$ cat src/qbf_pkg.sv
`timescale 1ns / 1ps

package qbf_pkg;

    localparam int ROW_W   = 5;
    localparam int SCORE_W = 9;
    localparam int SIZE_W  = 6;
    localparam int GROUP   = 8;
    localparam int GRP_W   = 4;

    // per-cycle control handed to every cell of the chain
    typedef struct packed {
        logic advance;   // pipeline moves this cycle
        logic shift;     // a counted column enters the chain
    } cell_ctrl_t;

endpackage

$ cat src/qbf_cell.sv
`timescale 1ns / 1ps

module qbf_cell
    import qbf_pkg::*;
#(
    parameter int DW   = 7,
    parameter int DIST = 1
)
(
    input  logic             clk,
    input  logic             rst_n,
    input  cell_ctrl_t       ctrl,
    input  logic             occupied,
    input  logic [ROW_W-1:0] new_row,
    input  logic [ROW_W-1:0] row_in,
    output logic [ROW_W-1:0] row_out,
    output logic             hit
);

    localparam logic [DW-1:0] DIST_V = DW'(DIST);

    logic [ROW_W-1:0] row_reg;
    logic             hit_reg;
    logic             hit_next;
    logic [ROW_W-1:0] diff;

    // this cell sits DIST columns behind the incoming one
    always_comb
    begin
        diff     = (row_reg >= new_row) ? (row_reg - new_row) : (new_row - row_reg);
        hit_next = ctrl.shift && occupied && (row_reg != new_row) &&
                   ({{(DW-ROW_W){1'b0}}, diff} != DIST_V);
    end

    always_ff @(posedge clk)
    begin
        if (ctrl.advance && ctrl.shift)
        begin
            row_reg <= row_in;
        end
    end

    always_ff @(posedge clk or negedge rst_n)
    begin
        if (!rst_n)
        begin
            hit_reg <= 1'b0;
        end
        else if (ctrl.advance)
        begin
            hit_reg <= hit_next;
        end
    end

    assign row_out = row_reg;
    assign hit     = hit_reg;

endmodule

$ cat src/qbf_pop.sv
`timescale 1ns / 1ps

module qbf_pop
    import qbf_pkg::*;
#(
    parameter int N  = 32,
    parameter int SW = 9
)
(
    input  logic          clk,
    input  logic          rst_n,
    input  logic          advance,
    input  logic [N-1:0]  hits,
    output logic [SW-1:0] total
);

    localparam int G = (N + GROUP - 1) / GROUP;

    logic [GRP_W-1:0] grp_reg  [G];
    logic [GRP_W-1:0] grp_next [G];

    // first level: groups of eight, registered
    always_comb
    begin
        for (int g = 0; g < G; g++)
        begin
            grp_next[g] = '0;
            for (int j = 0; j < GROUP; j++)
            begin
                if (g * GROUP + j < N)
                begin
                    grp_next[g] = grp_next[g] + GRP_W'(hits[g * GROUP + j]);
                end
            end
        end
    end

    always_ff @(posedge clk or negedge rst_n)
    begin
        if (!rst_n)
        begin
            for (int g = 0; g < G; g++)
            begin
                grp_reg[g] <= '0;
            end
        end
        else if (advance)
        begin
            for (int g = 0; g < G; g++)
            begin
                grp_reg[g] <= grp_next[g];
            end
        end
    end

    // second level: sums the (N + 7) / 8 narrow partial sums, four for N = 32
    always_comb
    begin
        total = '0;
        for (int g = 0; g < G; g++)
        begin
            total = total + SW'(grp_reg[g]);
        end
    end

endmodule

$ cat src/queens_board_fitness.sv
`timescale 1ns / 1ps
// Path: a last column passes the stage-one, stage-two and output registers to m_tvalid.
// Throughput: one column per cycle; the cell chain compares a new column against
// every stored column at once, and a two-level registered count tree sums the hits.
// The whole pipeline holds while a result waits on m_tready.
// Reset: rst_n clears counters, flags and pipeline valids; stored rows are not cleared.
module queens_board_fitness
    import qbf_pkg::*;
#(
    parameter int MAX_N = 32
)
(
    input  logic        clk,
    input  logic        rst_n,
    input  logic        s_tvalid,
    output logic        s_tready,
    input  logic [7:0]  s_tdata,   // [4:0] queen_row, [7:5] zero
    input  logic        s_tlast,   // last_column
    output logic        m_tvalid,
    input  logic        m_tready,
    output logic [23:0] m_tdata    // [8:0] pair_score, [14:9] board_size, [15] solved,
                                   // [16] overflowed, [23:17] zero
);

    localparam int NW_RAW = $clog2(MAX_N + 1);
    localparam int NW     = (NW_RAW > SIZE_W) ? NW_RAW : SIZE_W;
    localparam int SW_RAW = $clog2(MAX_N * (MAX_N - 1) / 2 + 1);
    localparam int SW     = (SW_RAW > SCORE_W) ? SW_RAW : SCORE_W;
    localparam logic [NW-1:0] MAX_V = NW'(MAX_N);

    logic             advance;
    logic             accept;
    logic             counted;
    cell_ctrl_t       ctrl;
    logic [ROW_W-1:0] new_row;
    logic [ROW_W-1:0] chain [MAX_N + 1];
    logic [MAX_N-1:0] hits;
    logic [SW-1:0]    total;

    logic [NW-1:0]    columns_seen_reg, columns_seen_next;
    logic             overflow_flag_reg, overflow_flag_next;
    logic [NW-1:0]    n_item;
    logic             ovf_item;

    logic             p1_valid_reg, p1_last_reg, p1_ovf_reg;
    logic [NW-1:0]    p1_n_reg;
    logic             p2_valid_reg, p2_last_reg, p2_ovf_reg;
    logic [NW-1:0]    p2_n_reg;
    logic [SW-1:0]    p2_full_reg, p2_full_next;
    logic [2*NW-1:0]  prod;

    logic [SW-1:0]    running_score_reg;
    logic [SW-1:0]    score_sum;
    logic             out_valid_reg;
    logic [SCORE_W-1:0] out_score_reg;
    logic [SIZE_W-1:0]  out_size_reg;
    logic             out_solved_reg, out_ovf_reg;

    assign advance = !out_valid_reg || m_tready;
    assign s_tready = advance;
    assign accept  = s_tvalid && advance;
    assign counted = columns_seen_reg < MAX_V;
    assign new_row = s_tdata[ROW_W-1:0];

    assign ctrl.advance = advance;
    assign ctrl.shift   = accept && counted;

    always_comb
    begin
        n_item             = counted ? (columns_seen_reg + NW'(1)) : columns_seen_reg;
        ovf_item           = overflow_flag_reg || !counted;
        columns_seen_next  = columns_seen_reg;
        overflow_flag_next = overflow_flag_reg;
        if (accept)
        begin
            columns_seen_next  = s_tlast ? '0 : n_item;
            overflow_flag_next = s_tlast ? 1'b0 : ovf_item;
        end
    end

    assign chain[0] = new_row;

    for (genvar k = 0; k < MAX_N; k++)
    begin : g_cell
        logic occupied;
        assign occupied = NW'(k) < columns_seen_reg;

        qbf_cell #(
            .DW   (NW),
            .DIST (k + 1)
        ) u_cell (
            .clk      (clk),
            .rst_n    (rst_n),
            .ctrl     (ctrl),
            .occupied (occupied),
            .new_row  (new_row),
            .row_in   (chain[k]),
            .row_out  (chain[k + 1]),
            .hit      (hits[k])
        );
    end

    qbf_pop #(
        .N  (MAX_N),
        .SW (SW)
    ) u_pop (
        .clk     (clk),
        .rst_n   (rst_n),
        .advance (advance),
        .hits    (hits),
        .total   (total)
    );

    // full score n(n-1)/2 for the board carried with stage one
    always_comb
    begin
        prod         = (p1_n_reg == '0) ? '0 :
                       ({{NW{1'b0}}, p1_n_reg} * {{NW{1'b0}}, p1_n_reg - NW'(1)});
        p2_full_next = SW'(prod >> 1);
        score_sum    = running_score_reg + total;
    end

    always_ff @(posedge clk or negedge rst_n)
    begin
        if (!rst_n)
        begin
            columns_seen_reg  <= '0;
            overflow_flag_reg <= 1'b0;
            p1_valid_reg      <= 1'b0;
            p2_valid_reg      <= 1'b0;
            running_score_reg <= '0;
            out_valid_reg     <= 1'b0;
        end
        else
        begin
            columns_seen_reg  <= columns_seen_next;
            overflow_flag_reg <= overflow_flag_next;
            if (advance)
            begin
                p1_valid_reg <= accept;
                p2_valid_reg <= p1_valid_reg;
                out_valid_reg <= 1'b0;
                if (p2_valid_reg)
                begin
                    if (p2_last_reg)
                    begin
                        running_score_reg <= '0;
                        out_valid_reg     <= 1'b1;
                    end
                    else
                    begin
                        running_score_reg <= score_sum;
                    end
                end
            end
        end
    end

    always_ff @(posedge clk)
    begin
        if (advance)
        begin
            p1_last_reg <= s_tlast;
            p1_n_reg    <= n_item;
            p1_ovf_reg  <= ovf_item;
            p2_last_reg <= p1_last_reg;
            p2_n_reg    <= p1_n_reg;
            p2_ovf_reg  <= p1_ovf_reg;
            p2_full_reg <= p2_full_next;
            if (p2_valid_reg && p2_last_reg)
            begin
                out_score_reg  <= score_sum[SCORE_W-1:0];
                out_size_reg   <= p2_n_reg[SIZE_W-1:0];
                out_solved_reg <= (score_sum == p2_full_reg);
                out_ovf_reg    <= p2_ovf_reg;
            end
        end
    end

    assign m_tvalid = out_valid_reg;
    assign m_tdata  = {7'b0, out_ovf_reg, out_solved_reg, out_size_reg, out_score_reg};

`ifndef SYNTHESIS
    a_count_cap: assert property (@(posedge clk) disable iff (!rst_n)
        columns_seen_reg <= MAX_V)
        else $error("column count beyond capacity");

    a_last_clears: assert property (@(posedge clk) disable iff (!rst_n)
        (accept && s_tlast) |=> (columns_seen_reg == '0 && !overflow_flag_reg))
        else $error("board state not cleared after last column");

    a_frozen: assert property (@(posedge clk) disable iff (!rst_n)
        (m_tvalid && !m_tready) |-> !s_tready)
        else $error("input taken while a result is stalled");

    a_emit: assert property (@(posedge clk) disable iff (!rst_n)
        (advance && p2_valid_reg && p2_last_reg) |=> m_tvalid)
        else $error("last column produced no result");

    a_ovf_size: assert property (@(posedge clk) disable iff (!rst_n)
        (m_tvalid && m_tdata[16]) |-> (m_tdata[14:9] == MAX_V[SIZE_W-1:0]))
        else $error("overflowed board with short size");
`endif

endmodule

$ cat config.mk
export PLATFORM = sky130hd
export DESIGN_NAME = queens_board_fitness
export DESIGN_NICKNAME = d
export VERILOG_FILES = /design/src/qbf_pkg.sv /design/src/qbf_cell.sv /design/src/qbf_pop.sv /design/src/queens_board_fitness.sv
export SDC_FILE = /design/constraint.sdc
export NUM_CORES = 1
export LEC_CHECK = 0
export BUFFER_PORTS_ARGS = -buffer_cell sky130_fd_sc_hd__clkbuf_2
export CAP_MARGIN = 20
export CORE_MARGIN = 4
export CORE_UTILIZATION = 50
export CTS_CLUSTER_DIAMETER = 200
export CTS_CLUSTER_SIZE = 40
export DETAILED_ROUTE_END_ITERATION = 10
export MAX_ROUTING_LAYER = met4
export PLACE_DENSITY = 0.68
export SYNTH_ARGS = -nofsm -noshare
export SYNTH_HDL_FRONTEND = slang
export SYNTH_SLANG_ARGS = --single-unit
$ cat constraint.sdc
create_clock -name clk -period 6.6 [get_ports clk]
set_input_delay 0.66 -clock clk [delete_from_list [all_inputs] [get_ports clk]]
set_output_delay 0.66 -clock clk [all_outputs]
set_load 0.02 [all_outputs]
==> results of run 1 <==
==> critical path, stage by stage, from the launching register on <==
cell	delay (ns)
sky130_fd_sc_hd__edfxtp_1	0.54
sky130_fd_sc_hd__inv_1	0.22
sky130_fd_sc_hd__ha_1	0.17
sky130_fd_sc_hd__inv_1	0.05
sky130_fd_sc_hd__or3_1	0.34
sky130_fd_sc_hd__ha_1	0.35
sky130_fd_sc_hd__nand2b_1	0.18
sky130_fd_sc_hd__fa_1	0.49
sky130_fd_sc_hd__fa_1	0.52
sky130_fd_sc_hd__fa_1	0.54
sky130_fd_sc_hd__inv_1	0.04
sky130_fd_sc_hd__ha_1	0.32
sky130_fd_sc_hd__a21o_1	0.18
sky130_fd_sc_hd__a21oi_1	0.20
sky130_fd_sc_hd__o21bai_1	0.08
sky130_fd_sc_hd__a21oi_1	0.18
sky130_fd_sc_hd__xnor2_1	0.13
sky130_fd_sc_hd__nor2_1	0.05
==> per-layer routing <==
metal | routed length, um | GRT usage | part of all wire | up-vias
met5 | 0 | - | 0 | -
met4 | 1040 | 0.0468 | 0.020 | 0
met3 | 2490 | 0.0197 | 0.047 | 73
met2 | 25300 | 0.382 | 0.48 | 422
met1 | 24200 | 0.302 | 0.46 | 8163
li1 | - | - | - | 8113
==> synth_stat cells (all sizes together), types with 8 or more instances <==
| master | n |
|---|---|
| a2111oi | 19 |
| a211oi | 26 |
| a21o | 63 |
| a21oi | 165 |
| a22o | 9 |
| a22oi | 11 |
| a31oi | 38 |
| a41oi | 10 |
| and3 | 16 |
| buf | 13 |
| clkbuf | 33 |
| dfrtp | 67 |
| edfxtp | 197 |
| fa | 73 |
| ha | 328 |
| inv | 298 |
| mux2 | 13 |
| mux2i | 46 |
| nand2 | 141 |
| nand2b | 31 |
| nand3 | 45 |
| nand3b | 13 |
| nor2 | 107 |
| nor2b | 65 |
| nor3 | 33 |
| nor3b | 15 |
| o211ai | 8 |
| o21a | 23 |
| o21ai | 119 |
| o21bai | 14 |
| o22ai | 12 |
| or3 | 8 |
| xnor2 | 46 |
| xor2 | 28 |
==> power by group through the flow <==
stage | Sequential, mW | Combinational, mW | Clock [mW]
6_report | 2.45 | 2.82 | 0.857
5_1_grt | 2.49 | 3.20 | 0.929
4_1_cts | 2.45 | 2.82 | 0.878
3_5_place_dp | 2.49 | 2.80 | 0
3_3_place_gp | 2.48 | 2.73 | 0
2_1_floorplan | 2.44 | 2.12 | 0
==> how the worst max path moves through the flow <==
stage                               start                                 to  slack, ns  cells after the start
finish              p1_n_reg[0]$_DFFE_PN_       p2_full_reg[8]$_SDFFCE_PN0N_       1.73                     17
floorplan                        m_tready  g_cell[10].u_cell.hit$_DFFE_PN0N_       0.11                      8
CTS                 p1_n_reg[0]$_DFFE_PN_       p2_full_reg[8]$_SDFFCE_PN0N_       1.71                     17
global route        p1_n_reg[0]$_DFFE_PN_       p2_full_reg[8]$_SDFFCE_PN0N_       1.44                     17
detailed placement  p1_n_reg[0]$_DFFE_PN_       p2_full_reg[8]$_SDFFCE_PN0N_       1.72                     17
global placement    p1_n_reg[0]$_DFFE_PN_       p2_full_reg[8]$_SDFFCE_PN0N_       1.75                     17
==> layout make-up <==
class                   instances  area, um2  share of cell area
flip-flops and latches        264       7590               0.323
well taps                     592        741              0.0315
repair buffers                 47        300              0.0128
inverters                     298       1120              0.0475
clock buffers                  15        290              0.0123
multi-input cells            1666      13500               0.573
clock inverters                 1       16.3            0.000691
==> logic make-up (layout without fill, tap and decap cells) <==
kind of cell / Yosys count / after routing / synth area share
compound gates: 602 / 602 / 0.177
xor+xnor: 74 / 74 / 0.0290
fa+ha+maj: 401 / 401 / 0.249
buf+inv: 344 / 361 / 0.0594
flops: 264 / 264 / 0.340
mux: 59 / 59 / 0.0271
other cells: 1 / 7 / 0.000168
simple gates: 523 / 523 / 0.119
==> results list, run 1 <==
- Total negative setup slack: 0 ns
- Worst hold stages: 1
* TritonCTS buffer count: 10
* Crit. End Element: flop
* Hold_ws: 0.328 ns
- The flow ran to the end, and the final reports show no timing, DRC or antenna violations.
- By area the synthesized netlist is led by sky130_fd_sc_hd__edfxtp_1, sky130_fd_sc_hd__ha_1, sky130_fd_sc_hd__dfrtp_1.
* Highest net fanout along the worst path: 8
- The setup check on the worst reg-to-reg path leaves a slack of 1.73 ns.
- The floorplan has 77 rows.
* Number of remaining DRC errors: 0
* Proportion of netlist area held by the largest area contributor: 0.265
- Setup repair after global routing left no endpoint under its margin.
* Fraction of final layout cells with drive strength greater than 1: 0.0415
- Fraction of registers with async set/reset: 0.254
- The analysis attributes to net switching a power of 2.47 mW.
- The worst register-to-register path begins at p1_n_reg[0]$_DFFE_PN_.
* ANT nets after route: 0
- Worst Clk Skew: 0.0350 ns
- Relative slew slack: 0.347
- Routed wire per std cell: 18.4 um
- Leaving out fill and tap cells, the most frequent cell in the layout is sky130_fd_sc_hd__ha_1.
* Setup violations, final: 0
- Clock Latency Late Sink: 0.53 ns
- Die X-Extent: 219 um
- The worst hold path belongs to the class input pin to flop.
- Min-Delay Endpoint: g_cell[0].u_cell.row_out[4]$_DFFE_PP_
- Clock tree from TritonCTS: yes
- Based on the critical path, the design can be clocked at up to 205 MHz.
- In this run, the number of DRC markers left after iteration 0 of detailed routing was 1135.
- Clock-pin slew was measured on the worst setup and hold paths at 0.16 ns.
* Resize count post-CTS: 0
- Post-layout nets: 2701
* Wire length of the first global-routing pass: 86.4 mm
- The longest clock path from root to sink contains 3 buffers.
* Core box area: 0.0442 mm2
- Worst hold start: s_tdata[4]
- In this run, synthesis inferred 197 flip-flops with an integrated enable.
- Number of setup buffers added after CTS: 0
* Int Pwr: 3.66 mW
- The count of endpoints failing hold in the final timing report is 0.
* Startpoint Class: flop
- Netlist area before placement: 0.0224 mm2
- The Yosys step of the flow raised 0 warnings.
- The first detailed-routing pass took 5 iterations.
- Total inserted antenna cells: 0
- The setup path with the least slack is of type flop to flop.
- The layout has 3910 filler cells.
- Biggest area consumer among synthesized cells: sky130_fd_sc_hd__edfxtp_1
* Antenna violations before repair: 0
- The floorplan step set the die height to 219 um.
- Compared with the post-synthesis result, the final layout area differs by 5.25%.
- The top cell types in the final layout, fill and taps aside, are sky130_fd_sc_hd__ha_1, sky130_fd_sc_hd__inv_1, sky130_fd_sc_hd__edfxtp_1.
- Placed insts: 2866
- Across all setup checks in the final design, the least slack found is 1.73 ns.
- Starting utilization of the core area: 0.506
- Power density cells: 260 mW/mm2
- Peak supply drop: 0.219 mV
* Routability-driven placement congestion ratio: 0.893
- Largest net degree at the start of global routing: 60
* Number of ports placed on the die boundary: 39
- Post-route minimum period: 4.87 ns
* Post-synthesis sequential area ratio: 0.340
- Setup WS pre-CTS: 1.72 ns
- Die Outline Area: 0.0482 mm2
* Dominant register cell in the synthesized netlist: sky130_fd_sc_hd__edfxtp_1
- Post-detailed-route via-to-cell ratio: 5.82
* GRT Util Overall: 0.227
* Final count of pins violating max slew: 0
- Vias: 16771
- Instance count of the mapped netlist: 2268
- Post-layout util: 0.532
- CTS built an H-tree with a depth of 1.
- In the finished design, the share of the clock period the worst path needs comes to 0.738.
- Hold buffer count at cts: 1
- Once layout is complete, the cells apart from fillers number 2883.
* Leakage: 10.7 nW
- Count of clock tree sinks: 264
- Endpoint arrival time on the critical path: 5.13 ns
- Design area: 0.0235 mm2
* Clk root buf: sky130_fd_sc_hd__clkbuf_16
- Critical R2R Capture: p2_full_reg[8]$_SDFFCE_PN0N_
- PortBufs: 28
- Total power for the finished layout comes to 6.13 mW.
- At the worst endpoint, the required time is 6.86 ns.
- Max capacitance violation total: 0
* Largest register FFs: 155
- The synthesized design contains 264 register bits.
- The worst register-to-register path has a depth of 17.
* Worst slew pin tran: 0.971 ns
* Part of the total power dissipated in the clock network: 0.140
- Combinational group share of total power: 0.461
- Fraction of power spent switching nets: 0.403
- Drt total wl: 53.1 mm
* Synthesized area per cell: 9.86 um2
- Sum of net half-perimeters after detailed placement: 37.5 mm
* Count of unique library cells instantiated by Yosys: 90
- Sum of overflow across all layers after global routing: 0
- The placed instances occupy a cell area of 0.0232 mm2.
* Proportion of power drawn by flip-flops and latches: 0.399
- Number of global-route vias before repair: 16693
Power figures use the tool's default switching activity.
==> run 2, diff against run 1 <==
ABC_AREA = 1   (was not set)
clock period = 4.1 ns   (was 6.6 ns; I/O delays follow)
==> run 2 against run 1 <==
Against the previous run: die area grew 12%; worst setup slack lost 1.6 ns; final area rose by 13%; count of clock-buffer cells in the layout is the same; hold slack worse by 0.31 ns; first-iteration DRC count up 1.6%; clock power up 59%; largest power group unchanged; highest routed layer unchanged.
==> results list, run 2 <==
- The flow ran to the end, and the final reports show no timing, DRC or antenna violations.
- Number of remaining DRC errors: 0 (unchanged)
- The maximum fanout encountered on the critical timing path came to 5 (-3).
- Synthesized area per cell: 7.53 um2 (-24%)
* Top sig layer: met4
- Int Pwr: 5.76 mW (+57%)
- The post-detailed-route wirelength per cell is 14.2 um (-23%).
- ANT nets after route: 0 (unchanged)
- Clock Latency Late Sink: 0.51 ns (-0.02 ns)
* HP Class: input pin to async pin
- The sequential cell area fraction in the yosys report came to 0.301 (-0.0390).
* Proportion of power drawn by flip-flops and latches: 0.372 (-0.027)
* Post-layout nets: 3786 (+40%)
- Yosys warning total: 0 (unchanged)
- Post-route fraction of the period consumed by the critical path: 0.967 (+0.229)
* Xor and xnor area share after synthesis: 0.0280 (-0.000950)
- Combined flip-flop and latch cell area: 0.00759 mm2 (unchanged)
- Multi-input combinational cell area: 0.0149 mm2 (+11%)
- The critical path required time came to 4.36 ns (-2.50 ns).
- Netlist area before placement: 0.0253 mm2 (+13%)
* Drt total wl: 57.5 mm (+8.3%)
- Dominant register cell in the synthesized netlist: sky130_fd_sc_hd__edfxtp_1
- Setup slack of the most critical reg-to-reg path: 0.14 ns (-1.59 ns)
- Most frequent standard cell in the layout excluding fill and tap cells: sky130_fd_sc_hd__nand2_1
* Worst Clk Skew: 0.0184 ns (-0.0166 ns)
* Antenna violations before repair: 0 (unchanged)
- By startpoint and endpoint, the worst setup path is classified as flop to flop.
- The number of storage elements in the synthesis netlist was 264 (unchanged).
- The worst stage delay on the critical path came to 0.56 ns (+0.02 ns).
* Setup WS pre-CTS: -0.000482 ns (-1.72 ns)
- Startpoint of the lowest-slack register-to-register path: p1_n_reg[1]$_DFFE_PN_
- Length of routed met3 wiring: 1.73 mm (-30%)
- Walking the worst path, the cells encountered are inv_2 > ha_4 > nand3_4 > ha_4 > or2_4 > fa_2 > fa_2 > fa_1 > inv_2 > ha_4 > a21oi_2 > nand2_2 > nand2_1 > nand2_1 > a21oi_2 > or2_4 > a21oi_2.
* Fraction of power spent switching nets: 0.423 (+0.0200)
- Clock tree from TritonCTS: yes
- Routed metal-1 wirelength: 27.7 mm (+14%)
- Fraction of final layout cells with drive strength greater than 1: 0.0655 (+0.0240)
- Sorting the synthesized cells by area gives the leading types as sky130_fd_sc_hd__edfxtp_1, sky130_fd_sc_hd__ha_1, sky130_fd_sc_hd__nand2_1.
- The number of max-cap violations came to 0 (unchanged).
- Design Power: 9.98 mW (+63%)
- Among all stages on the critical path, the largest delay is contributed by sky130_fd_sc_hd__fa_2.
- The die width is 233 um (+6.1%).
- Instance count of the mapped netlist: 3354 (+48%)
* Min setup slack post-route: 0.136 ns (-1.59 ns)
* CTS clk-pin slew, worst paths: 0.15 ns (about the same)
- The initial standard-cell utilization of the core came to 0.505 (-0.00113).
* PortBufs: 28 (unchanged)
- The via count of the routed design was 20255 (+21%).
* Leading cell types in the layout, fill and taps excluded: sky130_fd_sc_hd__nand2_1, sky130_fd_sc_hd__inv_1, sky130_fd_sc_hd__ha_1
- The antenna cell count was 0 (unchanged).
- The distinct cell type count of the synthesized netlist was 49 (-46%).
- Post-detailed-route via-to-cell ratio: 5.00 (-14%)
- The worst setup path is launched from a flop.
- The wire length of the first global-routing pass was 95.4 mm (+10%).
- Combinational group share of total power: 0.492 (+0.031)
- Sw Pwr: 4.22 mW (+71%)
- The number of clock sinks came to 264 (unchanged).
- Routed met2 length: 26.7 mm (+5.3%)
- The synthesized-area fraction occupied by ao, oa, aoi and oai cells was 0.0530 (-0.124).
- Post-layout util: 0.530 (-0.00271)
- Fill cell total of the finished layout: 4914 (+26%)
- STA classifies the critical path endpoint as a flop.
- Relative slew slack: 0.317 (-0.0308)
* Height of the die: 233 um (+6.1%)
- Dominant combinational cell family by area after synthesis: simple AND/OR/NAND/NOR gates
- Die Outline Area: 0.0542 mm2 (+12%)
* Power density cells: 376 mW/mm2 (+45%)
- Sum of net half-perimeters after detailed placement: 43.1 mm (+15%)
* Biggest area consumer among synthesized cells: sky130_fd_sc_hd__edfxtp_1
- Part of the total power dissipated in the clock network: 0.136 (-0.004)
* Peak supply drop: 0.262 mV (+20%)
- Max Buffers Root-to-Sink: 3 (unchanged)
- The via count of the first global-routing pass was 19129 (+15%).
- Routability-driven placement congestion ratio: 0.916 (+2.6%)
* Top cells by instance count after synthesis: sky130_fd_sc_hd__nand2_1, sky130_fd_sc_hd__inv_1, sky130_fd_sc_hd__ha_1, sky130_fd_sc_hd__nor2_1, sky130_fd_sc_hd__nand3_1
- Area grow syn2layout: 4.95%
- The pin count of the biggest net entering global routing came to 83 (+38%).
- Worst slew pin tran: 1.02 ns (+0.0522 ns)
- Sum of overflow across all layers after global routing: 0 (unchanged)
- Number of rows in the core area: 82 (+6.5%)
* Leakage: 14.4 nW (+35%)
* Number of enable flip-flop cells after synthesis: 197 (unchanged)
* Final count of pins violating max slew: 0 (unchanged)
- The post-synthesis async set-or-reset flop share came to 0.254 (unchanged).
- The DRC violation total after the first TritonRoute iteration is 1153 (+1.6%).
- DR pass1 iterations: 5 (unchanged)
* TritonCTS buffer count: 10 (unchanged)
- Core box area: 0.0501 mm2 (+13%)
- Proportion of synthesized area in mux cells: 0 (-0.0271)
- Post-synthesis simple-gate area fraction: 0.283 (+0.164)
- Clk root buf: sky130_fd_sc_hd__clkbuf_16
- The all-layer global routing usage came to 0.219 (-0.00737).
- Number of ports placed on the die boundary: 39 (unchanged)
- The worst path arrival time is 4.22 ns (-0.91 ns).
- Most repeated cell in the gate-level netlist after synthesis: sky130_fd_sc_hd__nand2_1
- The final critical delay including setup and external delays came to 3.96 ns (-0.906 ns).
- Setup violations, final: 0 (unchanged)
- The adder-cell share of the synthesized area came to 0.220 (-0.0286).
- The cell count of the worst reg-to-reg path came to 17 (unchanged).
- Hold_ws: 0.0165 ns (-0.312 ns)
- Critical R2R Capture: p2_full_reg[7]$_SDFFCE_PN0N_
- The share of the synthesized area in the top cell type is 0.234 (-0.0304).
- The maximum clock frequency is 252 MHz (+23%).
- The flip-flop count of the largest register, all copies and words added was 155 (unchanged).
- The count of endpoints failing hold in the final timing report came to 0 (unchanged).
* CTS HTree Levels: 1 (unchanged)
## run 2: cell count changes after synthesis, sizes merged, moves of 29 or more
cell	delta
nand2	+931
inv	+356
nand3	+193
nor2	+131
nor2b	-65
nand4	+64
a21o	-62
a21oi	-54
mux2i	-46
buf	+41
o21ai	-41
a31oi	-36
nand2b	-30
clkbuf	-29
## run 2: cell type report
type                    count  share of cell area
inverters                 654              0.0928
clock inverters             1            0.000613
repair buffers             58              0.0155
multi-input cells        2384               0.562
clock buffers              15              0.0109
flip-flops and latches    264               0.286
well taps                 672              0.0317
## run 2: power groups by stage
| stage | clock network, mW | registers (mW) | logic (mW) |
|---|---|---|---|
| final | 1.36 | 3.71 | 4.90 |
| after global routing | 1.50 | 3.76 | 5.66 |
| after CTS | 1.40 | 3.72 | 4.82 |
| after detailed placement | 0 | 3.77 | 4.79 |
| after global placement | 0 | 3.76 | 4.74 |
| after floorplan | 0 | 3.70 | 3.73 |
## run 2: worst max-delay path: cells and delay by family (launching register included)
| kind | cells | cell delay [ns] |
|---|---|---|
| simple gates | 6 | 0.64 |
| fa+ha+maj | 6 | 2.14 |
| buf+inv | 2 | 0.15 |
| compound gates | 3 | 0.34 |
| flops | 1 | 0.44 |
## run 2: kinds of logic after synthesis
kind of cell,after synthesis
AOI/OAI and AO/OA,232
xor gates and xnor gates,80
adders and majority gates,401
buffers and inverters,712
DFF,264
other,1
and+or+nand+nor,1664
## run 2: metal layers
layer / GRT usage / up-vias
met4: 0.0458 / 0
met3: 0.0212 / 84
met1: 0.297 / 9324
li1: - / 10555
met2: 0.361 / 292
met5: - / -
## run 2: worst max-delay path by stage
stage	start	end	slack (ns)	cells past startpoint
6_report	p1_n_reg[1]$_DFFE_PN_	p2_full_reg[7]$_SDFFCE_PN0N_	0.14	17
5_1_grt	p1_n_reg[1]$_DFFE_PN_	p2_full_reg[8]$_SDFFCE_PN0N_	-0.001	19
4_1_cts	p1_n_reg[0]$_DFFE_PN_	p2_full_reg[7]$_SDFFCE_PN0N_	0.01	17
3_5_place_dp	p1_n_reg[0]$_DFFE_PN_	p2_full_reg[7]$_SDFFCE_PN0N_	-0.0005	17
3_3_place_gp	p1_n_reg[0]$_DFFE_PN_	p2_full_reg[8]$_SDFFCE_PN0N_	0.03	17
2_1_floorplan	p1_n_reg[0]$_DFFE_PN_	p2_full_reg[8]$_SDFFCE_PN0N_	0.02	17
## run 2: per-stage QoR
stage | setup TNS, ns | cell area, um2 | cells
finish | 0 | 26500 | 4048
global route | -0.00103 | 26500 | 4048
CTS | 0 | 26400 | 4047
detailed placement | -0.000482 | 26100 | 4031
global placement | 0 | 26100 | 4031
floorplan | 0 | 25300 | 3360
## run 2: what timing repair did
action	4_1_cts	5_1_grt
hold buffers	0	0
buffers inserted	0	1
hold endpoints to repair	0	0
setup endpoints to repair	2	3
resized for setup	0	19
pin swaps	1	14
==> run 3, diff against run 2 <==
REMOVE_ABC_BUFFERS = 1   (was not set)
==> run 3 against run 2 <==
Against the previous run: critical path type unchanged; first-iteration DRC count increased by 18%; critical path depth up 2; worst setup slack improved by 0.012 ns; highest routed layer unchanged; global-route usage grew 0.12 points; routed wire length rose by 1.3%; hold slack worse by 0.0088 ns; register-to-register slack hardly changed; final area is 0.29% higher; clock skew up 0.012 ns.
==> results list, run 3 (same netlist as run 2, synthesis figures left out) <==
- The total clock buffers created by CTS is 10 (unchanged).
- Hold violation total from the final report: 0 (unchanged)
- Max Buffers Root-to-Sink: 3 (unchanged)
- Most frequent standard cell in the layout excluding fill and tap cells: sky130_fd_sc_hd__nand2_1
- The total power draw came to 10.1 mW (+0.90%).
* Antenna violations before repair: 0 (unchanged)
- Post-route fraction of the period consumed by the critical path: 0.964 (-0.00286)
- Number of ports placed on the die boundary: 39 (unchanged)
- The via count of the first global-routing pass is 19223 (+0.49%).
- The instance count after placement with tap cells included is 4040 (+0.22%).
- Routability-driven placement congestion ratio: 0.892 (-2.6%)
- Power density cells: 379 mW/mm2 (+0.60%)
- Required @ worst endpoint: 4.36 ns (about the same)
* Max capacitance violation total: 0 (unchanged)
* Worst Clk Skew: 0.0308 ns (+0.0124 ns)
* Iteration-0 DRC Markers: 1355 (+18%)
- The antenna cell count is 0 (unchanged).
* Clock tree from TritonCTS: yes
- The number of hold-repair buffers added at the cts stage is 0 (unchanged).
- The residual DRC count was 0 (unchanged).
- The wire length of the first global-routing pass was 95.5 mm (+0.18%).
- Core box area: 0.0501 mm2 (unchanged)
* Vias: 20344 (+0.44%)
* Sum of net half-perimeters after detailed placement: 43.4 mm (+0.70%)
- The pin count of the biggest net entering global routing came to 94 (+13%).
* Endpoint arrival time on the critical path: 4.21 ns (about the same)
* Leakage: 14.5 nW (+0.28%)
- CTS clk-pin slew, worst paths: 0.16 ns (about the same)
* CTS HTree Levels: 1 (unchanged)
* Setup WS pre-CTS: -0.177 ns (-0.176 ns)
- The initial standard-cell utilization of the core came to 0.505 (unchanged).
* Length of routed met3 wiring: 2.06 mm (+19%)
* DR pass1 iterations: 5 (unchanged)
- The final critical delay including setup and external delays was 3.95 ns (-0.0117 ns).
* Leading cell types in the layout, fill and taps excluded: sky130_fd_sc_hd__nand2_1, sky130_fd_sc_hd__inv_1, sky130_fd_sc_hd__ha_1
* Die Outline Area: 0.0542 mm2 (unchanged)
* Die X-Extent: 233 um (unchanged)
- The post-route antenna net violation count is 0 (unchanged).
- Area grow syn2layout: 5.26%
* Largest register FFs: 155 (unchanged)
- The maximum clock frequency is 253 MHz (+0.30%).
* Post-layout nets: 3796 (+0.26%)
- The peak supply drop came to 0.298 mV (+14%).
* Status: completed
- Routed metal-1 wirelength: 28.1 mm (+1.8%)
- Crit. End Element: flop
- Clk root buf: sky130_fd_sc_hd__clkbuf_16
- The worst setup margin is 0.148 ns (+0.0117 ns).
- The clock latency of the later-clocked register in the worst-skew pair is 0.52 ns (about the same).
* Classification of the worst setup path: flop to flop
- The count of buffers from port buffering is 28 (unchanged).
* Number of rows in the core area: 82 (unchanged)
* Relative slew slack: 0.362 (+0.0454)
* Count of non-filler cells in the finished layout: 4057 (+0.22%)
* Startpoint Class: flop
- The number of clock sinks came to 264 (unchanged).
- The ratio of routed vias to standard cells was 5.01 (+0.22%).
* Fraction of final layout cells with drive strength greater than 1: 0.0677 (+0.00219)
- The vertical die dimension came to 233 um (unchanged).
- Placed cell areas: 0.0261 mm2 (about the same)
* HP Class: input pin to async pin
- The count of pins over their slew limit is 0 (unchanged).
- GRT Util Overall: 0.220 (+0.00122)
* Routed met2 length: 27.0 mm (+1.2%)
* Total negative setup slack: 0 ns (unchanged)
- Routed wire per std cell: 14.4 um (+1.1%)
- The final instance area came to 0.0266 mm2 (+0.29%).
* Highest net fanout along the worst path: 4 (-1)
- In this run the top signal layer used is met4.
- Setup violations, final: 0 (unchanged)
- The actual transition at the worst max-transition pin came to 0.957 ns (-0.0667 ns).
* Sum of overflow across all layers after global routing: 0 (unchanged)
- The wire length reported by the detailed router is 58.2 mm (+1.3%).
-- run 3: cell types whose count changed in the layout (fill, tap and decap cells not counted), moves of 2 or more --
| cell | change |
|---|---|
| sky130_fd_sc_hd__buf_4 | +12 |
| sky130_fd_sc_hd__ha_1 | -2 |
| sky130_fd_sc_hd__ha_4 | +2 |
| sky130_fd_sc_hd__inv_2 | -2 |
-- run 3: area by class of cell --
type | instances | area (um2)
Clock buffer | 14 | 287
Clock inverter | 1 | 16.3
Fill cell | 4883 | 23500
Inverter | 654 | 2460
Multi-Input combinational cell | 2384 | 14900
Sequential cell | 264 | 7590
Tap cell | 672 | 841
Timing Repair Buffer | 68 | 470
-- run 3: final timing paths --
path | startpoint | endpoint | slack (ns) | cells past startpoint
min reg2reg | p2_ovf_reg$_DFFE_PN_ | out_ovf_reg$_DFFE_PP_ | 0.44 | 0
min in group clk | s_tdata[4] | g_cell[0].u_cell.row_out[4]$_DFFE_PP_ | 0.12 | 1
min | rst_n | g_cell[24].u_cell.hit$_DFFE_PN0N_ | 0.008 | 1
max in group asynchronous | rst_n | g_cell[13].u_cell.hit$_DFFE_PN0N_ | 3.44 | 1
max reg2reg | p1_n_reg[1]$_DFFE_PN_ | p2_full_reg[8]$_SDFFCE_PN0N_ | 0.15 | 19
max | p1_n_reg[1]$_DFFE_PN_ | p2_full_reg[8]$_SDFFCE_PN0N_ | 0.15 | 19
-- run 3: layer usage --
metal	GRT usage	vias to the layer above
met2	0.366	357
met1	0.304	9356
li1	-	10565
met3	0.0149	66
met5	-	-
met4	0.0366	0
-- run 3: report_power, final --
part | internal (mW) | switching (mW) | leakage, nW
clock network | 0.509 | 0.862 | 0.146
logic | 1.88 | 3.12 | 11.5
registers | 3.41 | 0.282 | 2.85
total | 5.80 | 4.27 | 14.5
-- run 3: metrics by stage --
step           hold WS [ns]  utilization
4_1_cts              0.0477        0.529
2_1_floorplan         0.114            -
5_1_grt              0.0846        0.531
3_3_place_gp          0.402        0.522
3_5_place_dp          0.405        0.522
6_report            0.00767        0.531
-- run 3: critical path, stage by stage, from the launching register on --
cell and delay (ns):
sky130_fd_sc_hd__edfxtp_1 0.43, sky130_fd_sc_hd__inv_2 0.10, sky130_fd_sc_hd__ha_4 0.16, sky130_fd_sc_hd__nand3_4 0.09, sky130_fd_sc_hd__ha_4 0.27, sky130_fd_sc_hd__buf_4 0.13
sky130_fd_sc_hd__nor2_4 0.05, sky130_fd_sc_hd__fa_1 0.49, sky130_fd_sc_hd__inv_1 0.05, sky130_fd_sc_hd__fa_1 0.46, sky130_fd_sc_hd__fa_1 0.54, sky130_fd_sc_hd__inv_1 0.06
sky130_fd_sc_hd__ha_4 0.24, sky130_fd_sc_hd__nand3_1 0.10, sky130_fd_sc_hd__nand3_2 0.08, sky130_fd_sc_hd__a21o_1 0.17, sky130_fd_sc_hd__a21oi_2 0.13, sky130_fd_sc_hd__inv_1 0.06
sky130_fd_sc_hd__nand2_1 0.06, sky130_fd_sc_hd__a21oi_1 0.05
-- run 3: what timing repair did --
item,in CTS,in global routing
setup buffers,1,1
setup endpoints to repair,5,4
pin swaps,4,11
resized for setup,9,14
